## src/hw/rtl/bphm_pkg.sv

```systemverilog
`timescale 1ns / 1ps
// ----------------------------------------------------------------------------
// bphm_pkg
// Shared constants for the button press / hold mode controller: button bit
// positions, configuration register map and register reset values.
// ----------------------------------------------------------------------------
package bphm_pkg;

  localparam int unsigned NUM_BUTTONS = 4;
  localparam int unsigned CFG_W       = 16;
  localparam int unsigned DATA_W      = 32;
  localparam int unsigned ADDR_W      = 4;
  localparam int unsigned REG_IDX_W   = 2;

  // button bit positions in a sample
  localparam int unsigned BTN1 = 0;
  localparam int unsigned BTN2 = 1;
  localparam int unsigned BTN3 = 2;
  localparam int unsigned BTN4 = 3;

  // register indexes (byte address = 4 * index)
  localparam logic [REG_IDX_W-1:0] REG_LONG_PRESS  = 2'd0;
  localparam logic [REG_IDX_W-1:0] REG_SHORT_PRESS = 2'd1;
  localparam logic [REG_IDX_W-1:0] REG_REPEAT      = 2'd2;

  localparam logic [CFG_W-1:0] LONG_PRESS_RST  = 16'd150;
  localparam logic [CFG_W-1:0] SHORT_PRESS_RST = 16'd1;
  localparam logic [CFG_W-1:0] REPEAT_RST      = 16'd40;

endpackage

```

## src/hw/rtl/bphm_in_if.sv

```systemverilog
`timescale 1ns / 1ps
// ----------------------------------------------------------------------------
// bphm_in_if
// Button sample channel: valid/ready handshake with one 4-bit sample per item.
// ----------------------------------------------------------------------------
interface bphm_in_if;
  logic                             valid;
  logic                             ready;
  logic [bphm_pkg::NUM_BUTTONS-1:0] buttons;

  modport source (output valid, output buttons, input ready);
  modport sink   (input valid, input buttons, output ready);
  modport mon    (input valid, input buttons, input ready);
endinterface

```

## src/hw/rtl/bphm_out_if.sv

```systemverilog
`timescale 1ns / 1ps
// ----------------------------------------------------------------------------
// bphm_out_if
// Result channel: valid/ready handshake carrying mode flags and pulses.
// ----------------------------------------------------------------------------
interface bphm_out_if;
  logic valid;
  logic ready;
  logic adjust_mode;
  logic twelve_hour;
  logic inc_hours;
  logic inc_minutes;
  logic inc_seconds;
  logic redraw;

  modport source (output valid, output adjust_mode, output twelve_hour, output inc_hours,
                  output inc_minutes, output inc_seconds, output redraw, input ready);
  modport sink   (input valid, input adjust_mode, input twelve_hour, input inc_hours,
                  input inc_minutes, input inc_seconds, input redraw, output ready);
  modport mon    (input valid, input adjust_mode, input twelve_hour, input inc_hours,
                  input inc_minutes, input inc_seconds, input redraw, input ready);
endinterface

```

## src/hw/rtl/button_press_hold_mode_controller.sv

```systemverilog
`timescale 1ns / 1ps
// ----------------------------------------------------------------------------
// button_press_hold_mode_controller
// Result is registered: it is valid the cycle after its sample is accepted.
// Throughput: one item per cycle; the single result register reloads in the
// cycle it is taken, so ready stays high while the result side keeps up.
// Reset (rst, synchronous): normal mode, 24-hour display, counters and
// cooldown bits cleared, registers back to 150 / 1 / 40, no result pending.
// ----------------------------------------------------------------------------
module button_press_hold_mode_controller #(
  parameter int unsigned TICK_BITS = 16
) (
  input  logic                         clk,
  input  logic                         rst,
  bphm_in_if.sink                      sample,
  bphm_out_if.source                   result,
  input  logic                         psel,
  input  logic                         penable,
  input  logic                         pwrite,
  input  logic [bphm_pkg::ADDR_W-1:0]  paddr,
  input  logic [bphm_pkg::DATA_W-1:0]  pwdata,
  output logic [bphm_pkg::DATA_W-1:0]  prdata,
  output logic                         pready
);

  localparam int unsigned CMP_W = (TICK_BITS > bphm_pkg::CFG_W) ? TICK_BITS : bphm_pkg::CFG_W;
  localparam int unsigned NB    = bphm_pkg::NUM_BUTTONS;

  logic [bphm_pkg::CFG_W-1:0] long_press_ticks;
  logic [bphm_pkg::CFG_W-1:0] short_press_ticks;
  logic [bphm_pkg::CFG_W-1:0] repeat_ticks;

  logic [TICK_BITS-1:0] tick_count;
  logic [TICK_BITS-1:0] press_start;
  logic [NB-1:0]        last_buttons;
  logic [NB-1:0]        cooldown_bits;
  logic                 mode_is_set;
  logic                 twelve_hour_flag;

  logic [TICK_BITS-1:0] tick_count_next;
  logic [TICK_BITS-1:0] press_start_next;
  logic [NB-1:0]        cooldown_bits_next;
  logic                 mode_is_set_next;
  logic                 twelve_hour_flag_next;
  logic [2:0]           inc_next;

  logic [TICK_BITS-1:0] held;
  logic [CMP_W-1:0]     held_ext;
  logic                 gt_long;
  logic                 gt_short;
  logic                 gt_repeat;
  logic                 restarted;
  logic                 accept;
  logic                 cfg_write;
  logic [bphm_pkg::REG_IDX_W-1:0] reg_idx;

  // ---------------- configuration port ----------------
  assign pready    = 1'b1;
  assign reg_idx   = paddr[bphm_pkg::ADDR_W-1:2];
  assign cfg_write = psel && penable && pwrite && pready;

  always_ff @(posedge clk) begin
    if (rst) begin
      long_press_ticks  <= bphm_pkg::LONG_PRESS_RST;
      short_press_ticks <= bphm_pkg::SHORT_PRESS_RST;
      repeat_ticks      <= bphm_pkg::REPEAT_RST;
    end else if (cfg_write) begin
      unique case (reg_idx)
        bphm_pkg::REG_LONG_PRESS:  long_press_ticks  <= pwdata[bphm_pkg::CFG_W-1:0];
        bphm_pkg::REG_SHORT_PRESS: short_press_ticks <= pwdata[bphm_pkg::CFG_W-1:0];
        bphm_pkg::REG_REPEAT:      repeat_ticks      <= pwdata[bphm_pkg::CFG_W-1:0];
        default: ;
      endcase
    end
  end

  always_comb begin
    unique case (reg_idx)
      bphm_pkg::REG_LONG_PRESS:
        prdata = bphm_pkg::DATA_W'(long_press_ticks);
      bphm_pkg::REG_SHORT_PRESS:
        prdata = bphm_pkg::DATA_W'(short_press_ticks);
      bphm_pkg::REG_REPEAT:
        prdata = bphm_pkg::DATA_W'(repeat_ticks);
      default:
        prdata = '0;
    endcase
  end

  // ---------------- step logic ----------------
  // press_start only ever moves to the current tick, after which the held
  // time is zero and no compare can fire; one subtract serves every check.
  assign tick_count_next = tick_count + 1'b1;
  assign held            = tick_count_next - press_start;
  assign held_ext        = CMP_W'(held);
  assign gt_long         = held_ext > CMP_W'(long_press_ticks);
  assign gt_short        = held_ext > CMP_W'(short_press_ticks);
  assign gt_repeat       = held_ext > CMP_W'(repeat_ticks);

  always_comb begin
    logic [NB-1:0] now;
    now                   = sample.buttons;
    restarted             = 1'b0;
    cooldown_bits_next    = cooldown_bits;
    mode_is_set_next      = mode_is_set;
    twelve_hour_flag_next = twelve_hour_flag;
    inc_next              = '0;

    if (!mode_is_set) begin
      // button 4: long press enters set mode
      if (now[bphm_pkg::BTN4] && !cooldown_bits_next[bphm_pkg::BTN4]) begin
        if (!last_buttons[bphm_pkg::BTN4]) restarted = 1'b1;
        if (!restarted && gt_long) begin
          cooldown_bits_next[bphm_pkg::BTN4] = 1'b1;
          mode_is_set_next = 1'b1;
        end
      end
      if (!now[bphm_pkg::BTN4]) cooldown_bits_next[bphm_pkg::BTN4] = 1'b0;
      // button 1: short press toggles 12-hour display
      if (now[bphm_pkg::BTN1] && !cooldown_bits_next[bphm_pkg::BTN1]) begin
        if (!last_buttons[bphm_pkg::BTN1]) restarted = 1'b1;
        if (!restarted && gt_short) begin
          cooldown_bits_next[bphm_pkg::BTN1] = 1'b1;
          twelve_hour_flag_next = !twelve_hour_flag;
        end
      end
      if (!now[bphm_pkg::BTN1]) cooldown_bits_next[bphm_pkg::BTN1] = 1'b0;
    end else begin
      // button 4: short press leaves set mode
      if (now[bphm_pkg::BTN4] && !cooldown_bits_next[bphm_pkg::BTN4]) begin
        if (!last_buttons[bphm_pkg::BTN4]) restarted = 1'b1;
        if (!restarted && gt_short) begin
          cooldown_bits_next[bphm_pkg::BTN4] = 1'b1;
          mode_is_set_next = 1'b0;
        end
      end
      if (!now[bphm_pkg::BTN4]) cooldown_bits_next[bphm_pkg::BTN4] = 1'b0;
      // buttons 3, 2, 1 in that order: auto-repeat hours, minutes, seconds
      for (int i = 2; i >= 0; i--) begin
        if (now[2'(i)]) begin
          if (cooldown_bits_next[2'(i)]) begin
            if (!restarted && gt_repeat) begin
              restarted = 1'b1;
              cooldown_bits_next[2'(i)] = 1'b0;
            end
          end else begin
            if (!last_buttons[2'(i)]) restarted = 1'b1;
            if (!restarted && gt_short) begin
              cooldown_bits_next[2'(i)] = 1'b1;
              inc_next[2'(i)] = 1'b1;
            end
          end
        end
      end
    end

    press_start_next = restarted ? tick_count_next : press_start;
  end

  // ---------------- state and result register ----------------
  assign sample.ready = !result.valid || result.ready;
  assign accept       = sample.valid && sample.ready;

  always_ff @(posedge clk) begin
    if (rst) begin
      tick_count       <= '0;
      press_start      <= '0;
      last_buttons     <= '0;
      cooldown_bits    <= '0;
      mode_is_set      <= 1'b0;
      twelve_hour_flag <= 1'b0;
      result.valid     <= 1'b0;
    end else begin
      if (accept) begin
        tick_count       <= tick_count_next;
        press_start      <= press_start_next;
        last_buttons     <= sample.buttons;
        cooldown_bits    <= cooldown_bits_next;
        mode_is_set      <= mode_is_set_next;
        twelve_hour_flag <= twelve_hour_flag_next;
        result.valid     <= 1'b1;
      end else if (result.ready) begin
        result.valid     <= 1'b0;
      end
    end
  end

  always_ff @(posedge clk) begin
    if (accept) begin
      result.adjust_mode <= mode_is_set_next;
      result.twelve_hour <= twelve_hour_flag_next;
      result.inc_hours   <= inc_next[bphm_pkg::BTN3];
      result.inc_minutes <= inc_next[bphm_pkg::BTN2];
      result.inc_seconds <= inc_next[bphm_pkg::BTN1];
      result.redraw      <= |inc_next;
    end
  end

endmodule

```

## src/flat_wrapper.sv

```systemverilog
// flat-port wrapper written by rule: the top's interface ports become plain ports
module button_press_hold_mode_controller_flat 
#(
  parameter int unsigned TICK_BITS = 16
)
  (clk, rst, psel, penable, pwrite, paddr, pwdata, prdata, pready, sample_valid, sample_buttons, sample_ready, result_valid, result_adjust_mode, result_twelve_hour, result_inc_hours, result_inc_minutes, result_inc_seconds, result_redraw, result_ready);
  bphm_in_if sample_i ();
  bphm_out_if result_i ();
  input  logic clk;
  input  logic rst;
  input  logic psel;
  input  logic penable;
  input  logic pwrite;
  input  logic [bphm_pkg::ADDR_W-1:0] paddr;
  input  logic [bphm_pkg::DATA_W-1:0] pwdata;
  output logic [bphm_pkg::DATA_W-1:0] prdata;
  output logic pready;
  input wire logic [$bits(sample_i.valid)-1:0] sample_valid;
  input wire logic [$bits(sample_i.buttons)-1:0] sample_buttons;
  output wire logic [$bits(sample_i.ready)-1:0] sample_ready;
  output wire logic [$bits(result_i.valid)-1:0] result_valid;
  output wire logic [$bits(result_i.adjust_mode)-1:0] result_adjust_mode;
  output wire logic [$bits(result_i.twelve_hour)-1:0] result_twelve_hour;
  output wire logic [$bits(result_i.inc_hours)-1:0] result_inc_hours;
  output wire logic [$bits(result_i.inc_minutes)-1:0] result_inc_minutes;
  output wire logic [$bits(result_i.inc_seconds)-1:0] result_inc_seconds;
  output wire logic [$bits(result_i.redraw)-1:0] result_redraw;
  input wire logic [$bits(result_i.ready)-1:0] result_ready;
  assign sample_i.valid = sample_valid;
  assign sample_i.buttons = sample_buttons;
  assign sample_ready = sample_i.ready;
  assign result_valid = result_i.valid;
  assign result_adjust_mode = result_i.adjust_mode;
  assign result_twelve_hour = result_i.twelve_hour;
  assign result_inc_hours = result_i.inc_hours;
  assign result_inc_minutes = result_i.inc_minutes;
  assign result_inc_seconds = result_i.inc_seconds;
  assign result_redraw = result_i.redraw;
  assign result_i.ready = result_ready;
  button_press_hold_mode_controller #(.TICK_BITS(TICK_BITS)) u_core (.clk(clk), .rst(rst), .sample(sample_i), .result(result_i), .psel(psel), .penable(penable), .pwrite(pwrite), .paddr(paddr), .pwdata(pwdata), .prdata(prdata), .pready(pready));
endmodule
```

## config.mk

```make
export PLATFORM = sky130hd
export DESIGN_NAME = button_press_hold_mode_controller_flat
export DESIGN_NICKNAME = d
export VERILOG_FILES = /design/src/hw/rtl/bphm_pkg.sv /design/src/hw/rtl/bphm_in_if.sv /design/src/hw/rtl/bphm_out_if.sv /design/src/hw/rtl/button_press_hold_mode_controller.sv /design/src/flat_wrapper.sv
export SDC_FILE = /design/constraint.sdc
export NUM_CORES = 1
export LEC_CHECK = 0
export BUFFER_PORTS_ARGS = -buffer_cell sky130_fd_sc_hd__buf_2
export CORE_ASPECT_RATIO = 1.25
export CORE_MARGIN = 5
export CORE_UTILIZATION = 30
export CTS_CLUSTER_DIAMETER = 120
export DETAILED_ROUTE_END_ITERATION = 16
export SLEW_MARGIN = 0
export SYNTH_ARGS = -nofsm -noshare
export SYNTH_HDL_FRONTEND = slang
export SYNTH_SLANG_ARGS = --single-unit
```

## constraint.sdc

```tcl
create_clock -name clk -period 8.2 [get_ports clk]
set_clock_uncertainty 0.2 [all_clocks]
set_input_delay 1.23 -clock clk [delete_from_list [all_inputs] [get_ports clk]]
set_output_delay 1.23 -clock clk [all_outputs]
set_load 0.01 [all_outputs]
```

==> results.toml <==
[detailed_routing]
drtPass1Iterations = 4
routed-wl-met3_um = 517
wl_met1_mm = 6.99
via_per_inst = 4.70
met2_wirelength_mm = 7.57
highest_layer = "met4"
wire_per_inst_um = 13.5
final_antenna_net_count = 0
routed_wl_mm = 15.4
drtIter0Drc = 287
drc_errors = 0
vias = 5363

[min_path]
hold_class = "flop to flop"
min_delay_path_depth = 2

[floorplan]
core-area_um2 = 20900
fp.dieH_um = 173
core.rowCount = 59
ios = 88
die-area_um2 = 24300
start_util_pct = 30.6
die_w_um = 140

[logic_synthesis]
ys_seq_area_share_pct = 30.3
synth_area_leader_cell = "dfxtp_1"
synthArstFlopShare_pct = 0
ys_types = 59
synth_top_area_share_pct = 27.9
synth_area_um2 = 6380
synth-seq-cells = 94
ys.flop_type = "dfxtp_1"
synthTopCellsByArea = "dfxtp_1 (28%), ha_1 (13%), nand2_1 (9.5%)"
syn_inst = 828
synth_edf_count = 5
avgSynthCellArea_um2 = 7.71
yosysWarnings = 0

[clocking]
cts_hold_buf = 0
clock_latency_ns = 0.35
cts.repair.resized = 0
clock_path_buffers = 2
cts_tree = "done"
cts_buffers = 9
clk_pin_slew_ns = 0.06
cts.sinks = 94
h-tree-depth = 3
cts_setup_buffers = 0
root_buffer = "clkbuf_16"

[sta]
hold_viol = 0
rsz0062_at_grt = "false"
maxClockFrequency_mhz = 184
relSlewSlack_pct = 32.6
setup_viol_count_final = 0
post-route-period-util_pct = 66.3
worst_slew_pin_slew_ns = 1.00
period_needed_ns = 5.44
setup_tns_ns = 0
worst_slack_ns = 2.76
drv_slew = 0
holdWs_ns = 0.255

[pwr]
power.total_mw = 1.24
power_density_nw_per_um2 = 175
irDropWorstVdd_v = 0.0000988
leakage_nw = 2.91

[global_route]
grt_max_degree = 74
grtUsageTotal_pct = 12.7
antenna_found_initial = 0
grt_pass1_wl_mm = 25.8
grt_pass1_vias = 5274
overflow = 0

[worst_setup_path]
endpoint_kind = "flop"
cp-start-kind = "flop"
cp_max_fo = 16
r2r_cells = 19
required_ns = 8.23
path_class = "flop to flop"
arrival_ns = 5.47

[run]
cap_violations = 0

[final_layout]
finalNonFillerCells = 1140
diodes = 0
drive_gt1_share_pct = 9.82
area_delta_synth_final_pct = 11.2
fin_nets = 974

[place]
pre_cts_slack_ns = 2.60
place_hpwl_mm = 12.0
finalWeightedCongestion = 0.850
dp.cells = 1124
io_buffer_count = 50

[outcome]
status = "complete, no violations"
-- power by group --
group	internal (mW)	total [mW]	switching [mW]
Clock	0.208	0.398	0.190
Sequential	0.469	0.477	0.00744
Combinational	0.147	0.369	0.222
Total	0.824	1.24	0.419
-- metrics by stage --
stage / area [um2] / utilization (%)
detailed placement: 6820 / 32.7
floorplan: 6440 / -
CTS: 7100 / 34.0
finish: 7100 / 34.0
global route: 7100 / 34.0
global placement: 6820 / 32.7
-- cell usage in the layout, fill, tap and decap left out, types with 7 or more instances in the layout --
master,n
conb_1,18
nor2b_1,12
xor2_1,17
o211ai_1,8
nand4_1,17
nor2_1,53
and3_1,9
nand3_1,14
o21a_1,7
buf_2,50
dfxtp_1,89
a21o_1,11
a21oi_1,73
nand2_1,161
mux2i_1,27
o21ai_0,33
inv_1,78
clkbuf_16,9
ha_1,65
xnor2_1,23
-- state kept, by name (all words and copies together) (netlist names) --
signal                     flops
u_core.result.inc_seconds      1
u_core.result.valid            1
u_core.repeat_ticks           16
u_core.tick_count             16
u_core.cooldown_bits           3
u_core.result.redraw           1
u_core.twelve_hour_flag        1
u_core.result.inc_minutes      1
u_core.last_buttons            3
u_core.long_press_ticks       16
u_core.result.adjust_mode      1
u_core.result.twelve_hour      1
u_core.mode_is_set             1
u_core.short_press_ticks      16
u_core.press_start            16
-- routing by layer --
metal	vias to the layer above	global-route usage, %
met5	-	0
met4	0	4.12
met3	18	2.32
met2	79	22.6
met1	2439	15.4
li1	2827	-
-- final timing paths --
kind	from	to	slack, ns
max	u_core.tick_count[0]$_SDFFE_PP0P_	u_core.press_start[0]$_SDFFE_PP0P_	2.76
min	u_core.press_start[7]$_SDFFE_PP0P_	u_core.press_start[7]$_SDFFE_PP0P_	0.25
max reg2reg	u_core.tick_count[0]$_SDFFE_PP0P_	u_core.press_start[0]$_SDFFE_PP0P_	2.76
min reg2reg	u_core.press_start[7]$_SDFFE_PP0P_	u_core.press_start[7]$_SDFFE_PP0P_	0.25
-- synth_stat cells (all sizes together) (4+ instances only) --
| master | count |
|---|---|
| nor2 | 53 |
| nand4 | 17 |
| nor2b | 13 |
| a211oi | 4 |
| o211ai | 8 |
| xnor2 | 23 |
| a21oi | 76 |
| nor3 | 7 |
| o21a | 7 |
| xor2 | 17 |
| nand2b | 6 |
| or3 | 5 |
| o21ai | 33 |
| nand3 | 14 |
| inv | 78 |
| mux2 | 6 |
| nand2 | 161 |
| ha | 65 |
| dfxtp | 89 |
| a31oi | 4 |
| edfxtp | 5 |
| clkbuf | 25 |
| a21o | 11 |
| and3 | 9 |
| and2 | 6 |
| mux2i | 27 |
| buf | 24 |
-- logic make-up after synthesis --
logic type      after synthesis  share of synthesized area [%]
xor+xnor                     40                           5.49
compound gates              165                           16.2
fa+ha+maj                    66                           13.1
other cells                   2                          0.118
flops                        94                           30.3
buf+inv                     127                           8.66
simple gates                301                           20.9
mux                          33                           5.29
-- layout make-up --
class / count / area, um2
clock buffers: 10 / 229
clock inverters: 6 / 46.3
fillers: 2211 / 13800
inverters: 78 / 293
multi-input cells: 623 / 3970
flip-flops and latches: 94 / 1930
well taps: 274 / 343
repair buffers: 55 / 288
-- critical path, stage by stage (launching register included) --
cell,delay (ns)
dfxtp_1,0.46
ha_1,0.26
nand3_1,0.21
nor2_1,0.22
xor2_1,0.22
ha_1,0.32
nor2_1,0.11
nor2_1,0.05
nor2_1,0.11
o21bai_1,0.14
o21ai_0,0.18
o31ai_1,0.27
xnor2_1,0.20
ha_1,0.34
nand4_1,0.14
nor4_1,0.88
nor2_1,0.18
a21oi_4,0.26
o32ai_4,0.23
mux2_2,0.35
Note: power is estimated with default switching activity, not from simulation.
